[config.mk]
export PLATFORM = sky130hd
export DESIGN_NAME = pmw_seq
export DESIGN_NICKNAME = d
export VERILOG_FILES = /design/src/sv/pmw_pkg.sv /design/src/sv/pmw_seq.sv
export SDC_FILE = /design/constraint.sdc
export NUM_CORES = 1
export LEC_CHECK = 0
export BUFFER_PORTS_ARGS = -buffer_cell sky130_fd_sc_hd__buf_2
export CORE_AREA = 2 2 39 41
export CTS_CLUSTER_DIAMETER = 120
export DETAILED_ROUTE_END_ITERATION = 6
export DIE_AREA = 0 0 41 43
export SLEW_MARGIN = 20
export SYNTH_ARGS = -nofsm -noshare
export SYNTH_HDL_FRONTEND = slang
export SYNTH_SLANG_ARGS = --single-unit
[constraint.sdc]
create_clock -name clk_i -period 2.1 [get_ports clk_i]
set_input_delay 0 -clock clk_i [delete_from_list [all_inputs] [get_ports clk_i]]
set_output_delay 0 -clock clk_i [all_outputs]
set_load 0.02 [all_outputs]
[src/sv/pmw_pkg.sv]
`default_nettype none

package pmw_pkg;

  localparam int unsigned NodeBits  = 7;
  localparam int unsigned InWBits   = 16;
  localparam int unsigned TotalBits = 22;

  typedef enum logic [2:0] {
    ST_CLEAR,
    ST_IDLE,
    ST_INIT,
    ST_SCAN,
    ST_DRAIN,
    ST_DECIDE,
    ST_PICK,
    ST_EMIT
  } step_e;

  typedef enum logic [2:0] {
    C_NEXT,
    C_ALWAYS,
    C_CLR_MORE,
    C_WAIT_RUN,
    C_N_MORE,
    C_NOT_FOUND
  } cond_e;

  typedef enum logic [1:0] {
    CNT_HOLD,
    CNT_WRAP_N,
    CNT_INC
  } cnt_op_e;

  typedef struct packed {
    logic    busy;
    logic    clr_wr;
    logic    key_init;
    logic    scan_rd;
    logic    pick;
    logic    emit;
    cnt_op_e cnt_op;
    cond_e   cond;
    step_e   target;
  } ctrl_t;

  typedef struct packed {
    logic clr_last;
    logic n_last;
    logic found;
    logic run_go;
  } stat_t;

endpackage

`default_nettype wire

[src/sv/pmw_seq.sv]
`default_nettype none

module pmw_seq (
  input  logic           clk_i,
  input  logic           rst_ni,
  input  pmw_pkg::stat_t stat_i,
  output pmw_pkg::ctrl_t ctrl_o
);
  import pmw_pkg::*;

  function automatic ctrl_t ucode(step_e s);
    ctrl_t c;
    c.busy     = 1'b1;
    c.clr_wr   = 1'b0;
    c.key_init = 1'b0;
    c.scan_rd  = 1'b0;
    c.pick     = 1'b0;
    c.emit     = 1'b0;
    c.cnt_op   = CNT_HOLD;
    c.cond     = C_NEXT;
    c.target   = ST_CLEAR;
    case (s)
      ST_CLEAR: begin
        c.clr_wr = 1'b1;
        c.cnt_op = CNT_INC;
        c.cond   = C_CLR_MORE;
        c.target = ST_CLEAR;
      end
      ST_IDLE: begin
        c.busy   = 1'b0;
        c.cond   = C_WAIT_RUN;
        c.target = ST_IDLE;
      end
      ST_INIT: begin
        c.key_init = 1'b1;
        c.cnt_op   = CNT_WRAP_N;
        c.cond     = C_N_MORE;
        c.target   = ST_INIT;
      end
      ST_SCAN: begin
        c.scan_rd = 1'b1;
        c.cnt_op  = CNT_WRAP_N;
        c.cond    = C_N_MORE;
        c.target  = ST_SCAN;
      end
      ST_DECIDE: begin
        c.cond   = C_NOT_FOUND;
        c.target = ST_EMIT;
      end
      ST_PICK: begin
        c.pick   = 1'b1;
        c.cond   = C_ALWAYS;
        c.target = ST_SCAN;
      end
      ST_EMIT: begin
        c.emit   = 1'b1;
        c.cond   = C_ALWAYS;
        c.target = ST_CLEAR;
      end
      default: ;
    endcase
    return c;
  endfunction

  step_e pc_q, pc_d;
  logic  jump;

  always_comb begin
    case (ctrl_o.cond)
      C_ALWAYS:    jump = 1'b1;
      C_CLR_MORE:  jump = ~stat_i.clr_last;
      C_WAIT_RUN:  jump = ~stat_i.run_go;
      C_N_MORE:    jump = ~stat_i.n_last;
      C_NOT_FOUND: jump = ~stat_i.found;
      default:     jump = 1'b0;
    endcase
    pc_d = jump ? ctrl_o.target : step_e'(3'(pc_q + 3'd1));
  end

  always_comb begin
    ctrl_o = ucode(pc_q);
  end

  always_ff @(posedge clk_i or negedge rst_ni) begin
    if (!rst_ni) begin
      pc_q <= ST_CLEAR;
    end else begin
      pc_q <= pc_d;
    end
  end

endmodule

`default_nettype wire

* Word-level counts from Yosys, hierarchy flattened
Index checks and enable logic that the tools add are counted.
Storage, ports and cells: word-level logic and storage cells 29, output and inout bits 14, bits of input ports 6, flip-flop bits (word level) 3
Operators by class: eq/ne operators 11, add/sub/neg operators 1, bitwise operators 4, mux-type cells 10, reduce and logical (&&, ||, !) cells 2
Operators with widths (count):
- $pmux 6 s7 | 1
- $eq 3x3->1 const B | 5
- $eq 3x2->1 const B | 4
- $eq 3x1->1 const B | 2
- $mux 1 | 6
- $pmux 1 s5 | 1
- $not 1->1 | 4
- $pmux 2 s2 | 1
- $add 3x1->3 const B | 1
- $logic_not 3->1 | 1
- $mux 3 | 1
- $reduce_or 2->1 | 1

* Depth between registers and ports, before layout
Gate-level depths: netlist (run 1).
depth after elaboration 5, depth in mapped cells 7

* Worst setup path before layout (run 1)
OpenSTA, ideal clock, no wires.
path type flip-flop to flip-flop, start register pc_q[1], end register pc_q[0], required time 1.975 ns, buffers on the path 0, setup slack 0.222 ns, arrival 1.753 ns, cell stages (with the launch flop) 7, library setup time 0.125 ns, cells stage by stage dfrtp_1 -> ha_1 -> ha_1 -> o211ai_1 -> o22ai_2 -> nor2_1 -> mux2_2
Between the ends: cells in the longest elaborated chain, start to end 5, elaborated cells on any way between the ends 15, those cells by class 11 x eq/ne; 3 x mux; 1 x reduce/logical
RTL lines:
- from (decl) | RTL line pmw_seq.sv:65 | step_e pc_q, pc_d;
- from (signal assigned) | RTL line pmw_seq.sv:88 | pc_q <= pc_d;
- $eq 3x3->1 (tied with other cells) | RTL line pmw_seq.sv:22 | case (s)
- $pmux 6 s7 (*) | RTL line pmw_seq.sv:22
- $eq 3x3->1 (tied with other cells) | RTL line pmw_seq.sv:69 | case (ctrl_o.cond)
- $pmux 1 s5 | RTL line pmw_seq.sv:69
- $mux 3 (*) | RTL line pmw_seq.sv:77 | pc_d = jump ? ctrl_o.target : step_e'(3'(pc_q + 3'd1));
- named net pc_d[0] | RTL line pmw_seq.sv:65
The timed path passes the listed nets; every way through them passes the cells marked *.

* Worst setup path in the final report (run 1)
Ends and elaborated chain as after synthesis.

==> results.toml, run 1 <==
[status]
run_status = "complete, no violations"

[timing]
setup_viol = 0
max_slew.worst_pin.slew_ps = 255
final-max-slew-violation-count = 0
max-slew-margin-rel_pct = 82.8
finalWorstSetupSlack_ps = 173
finalWorstPathRequiredPeriod_ps = 1930
fmax_ghz = 0.519
hold_viol_final = 0
grt_setup_unrepaired = "false"
period_share_pct = 91.8
fin_skew_ps = 1.20
finalSetupTns_ps = 0

[synth]
synth-compound-area-share_pct = 13.6
synth_adder_area_share_pct = 22.0
post_synth_and_or_nand_nor_area_fraction_pct = 24.2
synthesis.yosys.warnings = 0
portion_of_netlist_area_occupied_by_mux_cells_pct = 9.52
avgSynthCellArea_sq_um = 8.76
synth_cell_types = 21
syn_inst = 39
synth_xor_area_share_pct = 0
synth_seq_area_share_pct = 22.0
synth-seq-cells = 3
synth_nets = 51
syn-cell-area_sq_um = 342
largest_family_of_logic_cells_by_synthesized_area = "simple AND/OR/NAND/NOR gates"

[layout]
final_common_cell = "buf_2"
drive_gt1_share_pct = 44.4
syn2layout_area_growth_pct = 43.2
largest-register = "pc_q"
n_antenna_cell = 0
largestRegisters = "pc_q x3"
final_area_sq_um = 489
final_nets = 76
largest_reg_flops = 3
layout_common_cells = "buf_2 (19), ha_1 (6), nand2_1 (4), nor2_1 (4)"
fin_util_pct = 35.4

[place]
post-place-ws_ps = 157
buffer_ports.inserted = 19
estimated_wirelength_of_the_detail_placed_design_um = 647
placed_area_sq_um = 453
gp_routability_congestion = 0.788

[worst_hold_path]
hold_path_class = "input port to async pin"

[grt]
grt_util_all_layers_pct = 11.4
global_route_wire_length_before_repair_um = 1340
grt_pass1_vias = 344
antenna_violations_before_repair = 0
grt_total_ovfl = 0
grt_start_max_net_pins = 11

[die]
io_pins = 20
rows = 14
initial_core_util_pct = 24.7
placeableCoreArea_sq_um = 1380
fp.dieW_um = 41
die_area_sq_um = 1760
die_y_um = 43

[clock_network]
post_cts_resize_count = 0
tritoncts.num_buffers = 3
worst_skew_pair_later_pin_latency_ps = 230
path_clk_slew_ps = 40
cts_buffer_depth = 2
cts.hold.buffers_added = 1
cts.sink_count = 3
clock-root-buffer = "clkbuf_4"
post-cts-setup-buffer-count = 0
tritoncts = "yes"
cts-htree-levels = 1

[drt]
drc_errors = 0
post_drt_via_cell_ratio = 4.43
dr.first_iter.drc_count = 2
wl_per_cell_um = 9.89
vias = 350
number_of_nets_still_failing_antenna_checks_after_routing = 0
pre_repair_dr_iteration_count = 2
routed_wirelength_um = 781

[flow_run]
max-cap-violations = 0

[power]
ir_worst_vdd_v = 0.000898
power.static_leakage_nw = 0.283
design_power_total_uw = 931
power_per_cell_area_nw_per_um2 = 1900

[setup_path]
end_kind = "register"
path_class = "register to register"
reg2reg_slack_ps = 170
critical_path_peak_fanout = 8
required_ps = 2210
arrival_ps = 2040
timing.critical_path.from_type = "register"
through the flow:
stage               hold slack [ps]  instances
floorplan                      -296         39
global placement               -203         74
detailed placement             -203         74
CTS                            80.9         79
global route                    105         79
finish                         95.3         79
critical path, cell delays in order, from the launching register on:
cell	delay [ps]
dfrtp_1	460
ha_1	250
ha_1	250
o211ai_1	220
o22ai_2	120
nor2_1	160
mux2_2	350
layer usage:
metal  vias to the layer above  global-route usage [%]  part of all wire [%]
met4                         0                    8.00                     0
met5                         -                       0                     0
met2                         9                    17.5                    52
li1                        180                       -                     -
met3                         0                    3.14                   4.0
met1                       161                    12.7                    44
area by class of cell:
| class | count | area, sq um |
|---|---|---|
| Fill cell | 154 | 895 |
| Multi-Input combinational cell | 31 | 236 |
| Timing Repair Buffer | 22 | 120 |
| Sequential cell | 3 | 75.1 |
| Clock buffer | 4 | 26.3 |
| Tap cell | 16 | 20.0 |
| Inverter | 3 | 11.3 |
final timing paths:
kind / from / to / depth (start not counted)
worst min register to register: pc_q[2] / pc_q[2] / 3
worst max-delay path: pc_q[1] / pc_q[0] / 6
worst max register to register: pc_q[1] / pc_q[0] / 6
worst min-delay path: rst_ni / pc_q[0] / 2
max in group asynchronous: rst_ni / pc_q[1] / 2
min in group clk_i: stat_i[1] / pc_q[2] / 4
cell families after synthesis:
| group | Yosys count |
|---|---|
| compound gates | 6 |
| simple gates | 16 |
| flops | 3 |
| mux | 3 |
| fa+ha+maj | 6 |
| buf+inv | 5 |
synth_stat cells (all sizes together):
cell | instances | area (sq um)
or3 | 1 | 6.26
o211ai | 1 | 7.51
nor2b | 3 | 18.8
nor2 | 5 | 21.3
o21ai | 2 | 10.0
a211o | 1 | 8.76
mux2i | 1 | 10.0
and2 | 2 | 15.0
mux2 | 2 | 22.5
inv | 3 | 11.3
dfrtp | 3 | 75.1
nand2 | 4 | 15.0
buf | 2 | 18.8
and3 | 1 | 6.26
ha | 6 | 75.1
o31ai | 1 | 7.51
o22ai | 1 | 12.5
power by group:
part,total [mW],switching [mW],internal [mW]
combinational,0.712,0.435,0.277
clock,0.0995,0.0284,0.0711
sequential,0.120,0.0314,0.0884
Note: power is estimated with default switching activity, not from simulation.
==> run 2, diff against run 1 <==
- ABC_AREA: default -> 1
==> run 2 against run 1 <==
Fmax grew 11%. Cell area grew 11%. Sequential cell count is the same. Clock power is essentially flat. Sequential share of layout area shrank 1.5 points. Wire length grew 10%. Hold slack lost 10 ps. Count of clock-buffer cells in the layout is the same.
==> results.toml, run 2 <==
[status]
run_status = "complete, no violations"

[setup_path]
crit_chain = "inv_1, ha_1, nand2_2, nand3_2, inv_1, a31oi_1, buf_2"
cp.buffers_inverters = 3
critical_path.startpoint = "pc_q[1]"
critPathSlowestCell = "dfrtp_1"
worst_path_dominant_cell_family = "buffers and inverters"
arrival_ps = 1730
timing.critical_path.from_type = "register"
end_kind = "primary output"
critical_path_peak_fanout = 6
critical_path.most_common_cell = "inv_1"
required_ps = 2100
path_class = "register to primary output"
worstReg2RegStart = "pc_q[1]"
critical-path-max-stage-delay_ps = 440

[synth]
synth_nets = 71
yosys_most_used_dff = "dfrtp_1"
largest_family_of_logic_cells_by_synthesized_area = "simple AND/OR/NAND/NOR gates"
avgSynthCellArea_sq_um = 6.74
synthArstFlopShare_pct = 100
synth_seq_area_share_pct = 18.9
synth.top_cell.area_share_pct = 18.9
synthesis.yosys.warnings = 0
syn-cell-area_sq_um = 398
syn_inst = 59
ys_top_cells_by_area = "dfrtp_1 (19%), ha_1 (19%), inv_1 (11%)"
synth_cell_types = 16
synth-seq-cells = 3
portion_of_netlist_area_occupied_by_mux_cells_pct = 0
post_synth_edffs = 0
synth-compound-area-share_pct = 4.72
synth_xor_area_share_pct = 0
yosysTopAreaCell = "dfrtp_1"
post_synth_and_or_nand_nor_area_fraction_pct = 42.5
synth_adder_area_share_pct = 18.9
synthTopCellsByCount = "inv_1 (12), nand2_1 (12), ha_1 (6), nor2_1 (6), nand2_2 (4)"

[clock_network]
worst_skew_pair_later_pin_latency_ps = 230
cts_buffer_depth = 2
cts-htree-levels = 1
post-cts-setup-buffer-count = 0
tritoncts.num_buffers = 3
clock-root-buffer = "clkbuf_4"
cts.sink_count = 3
tritoncts = "yes"
path_clk_slew_ps = 40
post_cts_resize_count = 0

[drt]
dr.max_layer_used = "met3"
routed_wirelength_um = 862
vias = 436
drc_errors = 0
met3WireLength_um = 55
number_of_nets_still_failing_antenna_checks_after_routing = 0
dr_wl_met2_um = 449
post_drt_via_cell_ratio = 4.45
wl_per_cell_um = 8.80
dr.first_iter.drc_count = 4
pre_repair_dr_iteration_count = 4
wirelength_met1_um = 357

[die]
rows = 14
die_area_sq_um = 1760
fp.dieW_um = 41
die_y_um = 43
io_pins = 20
initial_core_util_pct = 28.8
placeableCoreArea_sq_um = 1380

[timing]
period_share_pct = 82.4
finalWorstPathRequiredPeriod_ps = 1730
finalSetupTns_ps = 0
hold_viol_final = 0
final-max-slew-violation-count = 0
fmax_ghz = 0.578
fin_skew_ps = 1.61
max_slew.worst_pin.slew_ps = 327
grt_setup_unrepaired = "false"
setup_viol = 0
max-slew-margin-rel_pct = 78.2

[grt]
global_route_wire_length_before_repair_um = 1450
grt_total_ovfl = 0
grt_pass1_vias = 383
grt_start_max_net_pins = 9
grt_util_all_layers_pct = 11.6
antenna_violations_before_repair = 0

[place]
buffer_ports.inserted = 19
gp_routability_congestion = 0.786
estimated_wirelength_of_the_detail_placed_design_um = 711

[power]
power_per_cell_area_nw_per_um2 = 1840
power.static_leakage_nw = 0.366
design_power_total_uw = 998
ir_worst_vdd_v = 0.000746

[layout]
largest_reg_flops = 3
largestRegisters = "pc_q x3"
n_antenna_cell = 0
layout_common_cells = "buf_2 (19), nand2_1 (12), inv_1 (12)"
syn2layout_area_growth_pct = 36.2
drive_gt1_share_pct = 39.0
count_of_fill_cells_added_during_filler_insertion = 163
final_common_cell = "buf_2"
largest-register = "pc_q"
final_nets = 95

[flow_run]
max-cap-violations = 0

[worst_hold_path]
hold_path_class = "input port to async pin"
-- run 2: cell count changes after synthesis, sizes merged, moves of 2 or more --
| cell | before | now |
|---|---|---|
| inv | 3 | 14 |
| nand2 | 4 | 17 |
| nor2b | 3 | 0 |
| mux2 | 2 | 0 |
| nand4 | 0 | 3 |
| nand3 | 0 | 5 |
| and2 | 2 | 0 |
-- run 2: repair_timing --
action                                  in CTS  in global routing
endpoints found under the hold margin        3                  0
hold buffers                                 1                  0
endpoints found under the setup margin       0                  0
-- run 2: power breakdown --
| part | leakage [nW] | internal [mW] | total, mW | switching, mW |
|---|---|---|---|---|
| clock | 0.0150 | 0.0712 | 0.100 | 0.0292 |
| sequential | 0.0374 | 0.0873 | 0.137 | 0.0492 |
| combinational | 0.314 | 0.258 | 0.761 | 0.503 |
| total | 0.366 | 0.417 | 0.998 | 0.581 |
-- run 2: kinds of logic after synthesis --
logic type / Yosys count
buf+inv: 15
simple gates: 32
fa+ha+maj: 6
flops: 3
compound gates: 3
-- run 2: stage by stage --
stage / std cells / hold slack, ps / cell area, sq um / setup WS, ps / util [%]
floorplan: 59 / -296 / 398 / 261 / -
global placement: 93 / -204 / 505 / 457 / 36.5
detailed placement: 93 / -203 / 505 / 429 / 36.5
CTS: 98 / 77.2 / 542 / 361 / 39.2
global route: 98 / 96.1 / 542 / 203 / 39.2
finish: 98 / 85.0 / 542 / 370 / 39.2
-- run 2: worst reg2reg max path, cell delays in order (launching register included) --
cell,delay [ps]
dfrtp_1,440
ha_1,230
ha_1,200
nor2_1,200
nor2_1,70
nand3_1,60
nand2_1,60
inv_2,80
nand3_2,80
nand2_1,70
nand2_1,50
-- run 2: layout make-up --
| class | count | area, sq um | share of cell area (%) |
|---|---|---|---|
| tap | 16 | 20.0 | 3.70 |
| sequential | 3 | 75.1 | 13.9 |
| clock buffer | 4 | 26.3 | 4.85 |
| multi-input combinational | 41 | 263 | 48.5 |
| inverter | 14 | 52.6 | 9.70 |
| timing repair buffer | 20 | 105 | 19.4 |
-- run 2: layer usage --
layer  global-route usage (%)  vias to the layer above
met5                        0                        -
met2                     19.4                       13
met4                     4.00                        0
met3                     1.57                        0
met1                     14.2                      194
li1                         -                      229
-- run 2: path summary, 6_finish.rpt --
kind                             end  slack [ps]  cells past startpoint
max                        ctrl_o[1]         370                      7
min                          pc_q[1]          90                      2
max reg2reg                  pc_q[1]         440                     10
min reg2reg                  pc_q[0]         740                      3
max in group asynchronous    pc_q[2]        1910                      2
min in group clk_i           pc_q[2]         200                      5
==> run 3, diff against run 2 <==
- ABC_AREA: 1 -> 0
- clock period: 2.1 -> 1.5 ns (I/O delays scaled with it)
==> run 3 against run 2 <==
The flow now finishes with violations (setup timing). Die area stayed put. Wire length is 17% higher. Non-clock buffer count is 16 higher. Cell area is 28% higher. Sequential cell count stayed put. Global-route usage is 2.5 points higher. Cell count is 5.1% lower. Count of clock-buffer cells in the layout stayed put. Largest cell class unchanged. Highest routed layer unchanged.
==> results.toml, run 3 (synthesized netlist as in run 1, its figures left out) <==
[status]
run_status = "finished with violations"
violated_checks = "setup timing"

[power]
ir_worst_vdd_v = 0.00105
power_per_cell_area_nw_per_um2 = 2810
power.static_leakage_nw = 0.373

[layout]
final_nets = 90
stdcell_count = 93
drive_gt1_share_pct = 68.8
largest-register = "pc_q"
final_common_cell = "buf_2"
count_of_fill_cells_added_during_filler_insertion = 136
largestRegisters = "pc_q x3"
n_antenna_cell = 0
largest_reg_flops = 3
syn2layout_area_growth_pct = 104
layout_common_cells = "buf_2 (16), buf_4 (12), buf_6 (7)"
final_area_sq_um = 696

[timing]
final-max-slew-violation-count = 0
period_share_pct = 114
fmax_ghz = 0.586
finalSetupTns_ps = -824
max-slew-margin-rel_pct = 86.3
finalWorstPathRequiredPeriod_ps = 1710
setup_viol = 6
fin_skew_ps = 0.976
finalWorstSetupSlack_ps = -206
grt_setup_unrepaired = "true"
max_slew.worst_pin.slew_ps = 204
hold-worst-slack_ps = 93.4
hold_viol_final = 0

[grt]
grt_util_all_layers_pct = 14.1
antenna_violations_before_repair = 0
grt_pass1_vias = 409
global_route_wire_length_before_repair_um = 1650
grt_total_ovfl = 0
grt_start_max_net_pins = 11

[die]
placeableCoreArea_sq_um = 1380
die_y_um = 43
io_pins = 20
initial_core_util_pct = 24.7
fp.dieW_um = 41
die_area_sq_um = 1760
rows = 14

[clock_network]
tritoncts = "yes"
tritoncts.num_buffers = 3
cts.sink_count = 3
clock-root-buffer = "clkbuf_4"
path_clk_slew_ps = 40
cts_buffer_depth = 2
cts-htree-levels = 1
worst_skew_pair_later_pin_latency_ps = 230

[place]
estimated_wirelength_of_the_detail_placed_design_um = 799
placed_area_sq_um = 569
gp_routability_congestion = 0.755
place_inst = 86
buffer_ports.inserted = 19
post-place-ws_ps = -204

[setup_path]
required_ps = 1610
arrival_ps = 1810
path_class = "register to register"
critical-path-max-stage-delay_ps = 430
critical_path_peak_fanout = 4
timing.critical_path.from_type = "register"
critical_path.most_common_cell = "ha_4"
critPathSlowestCell = "dfrtp_2"
end_kind = "register"
crit_chain = "ha_4, ha_4, o211ai_1, o22ai_2, nor2_2, mux2_4"

[drt]
wl_per_cell_um = 10.9
drc_errors = 0
vias = 411
routed_wirelength_um = 1010
pre_repair_dr_iteration_count = 1
post_drt_via_cell_ratio = 4.42
number_of_nets_still_failing_antenna_checks_after_routing = 0
dr.first_iter.drc_count = 0

[flow_run]
max-cap-violations = 0

[worst_hold_path]
hold_path_class = "input port to async pin"
## run 3: cell types whose count changed in the layout (fill, tap and decap cells not counted), sizes merged, moves of 2 or more
cell and delta:
nand2 -13, nand3 -5, nand4 -3, mux2 +2, and2 +2, inv -11
buf +16, nor2b +3
## run 3: per-stage QoR
stage                     total power, mW  utilization, %
after detailed placement             1.48            41.1
after floorplan                     0.952               -
after global placement               1.44            41.1
final                                1.96            50.3
after CTS                            1.95            49.9
after global routing                 2.13            50.3
## run 3: per-layer routing
layer / global-route usage (%) / wire length, um / vias up / share of wire, %
li1: - / - / 209 / -
met1: 13.5 / 369 / 189 / 37
met2: 25.9 / 583 / 13 / 58
met3: 3.14 / 57 / 0 / 5.6
met4: 6.00 / 0 / 0 / 0
met5: 0 / 0 / - / 0
## run 3: cell type report
cell class	instances	area [sq um]	area share, %
Multi-Input combinational cell	31	302	43.3
Timing Repair Buffer	36	259	37.2
Sequential cell	3	77.6	11.2
Clock buffer	4	26.3	3.78
Tap cell	16	20.0	2.88
Inverter	3	11.3	1.62
## run 3: final timing paths
path | from | end | slack (ps) | cells past startpoint
max | pc_q[0] | pc_q[0] | -210 | 6
min | rst_ni | pc_q[1] | 90 | 2
max reg2reg | pc_q[0] | pc_q[0] | -210 | 6
min reg2reg | pc_q[2] | pc_q[2] | 750 | 3
max in group asynchronous | rst_ni | pc_q[0] | 1290 | 2
min in group clk_i | stat_i[1] | pc_q[2] | 270 | 5
## run 3: report_power, final
| group | internal (mW) | total (mW) | switching, mW |
|---|---|---|---|
| Combinational | 0.861 | 1.63 | 0.774 |
| Sequential | 0.130 | 0.181 | 0.0511 |
| Clock | 0.0996 | 0.140 | 0.0408 |
## run 3: what timing repair did
item | in CTS | in global routing
pin swaps | 7 | 1
gates resized for setup | 19 | 1
hold buffers | 1 | 0
buffers inserted | 2 | 0
endpoints found under the setup margin | 6 | 7
hold endpoints to repair | 3 | 0
## run 3: worst max-delay path, delay by kind of cell (launching register included)
family / cells / cell delay, ps
DFF: 1 / 430
muxes: 1 / 320
adders and majority gates: 2 / 350
and+or+nand+nor: 1 / 150
AOI/OAI and AO/OA: 2 / 330
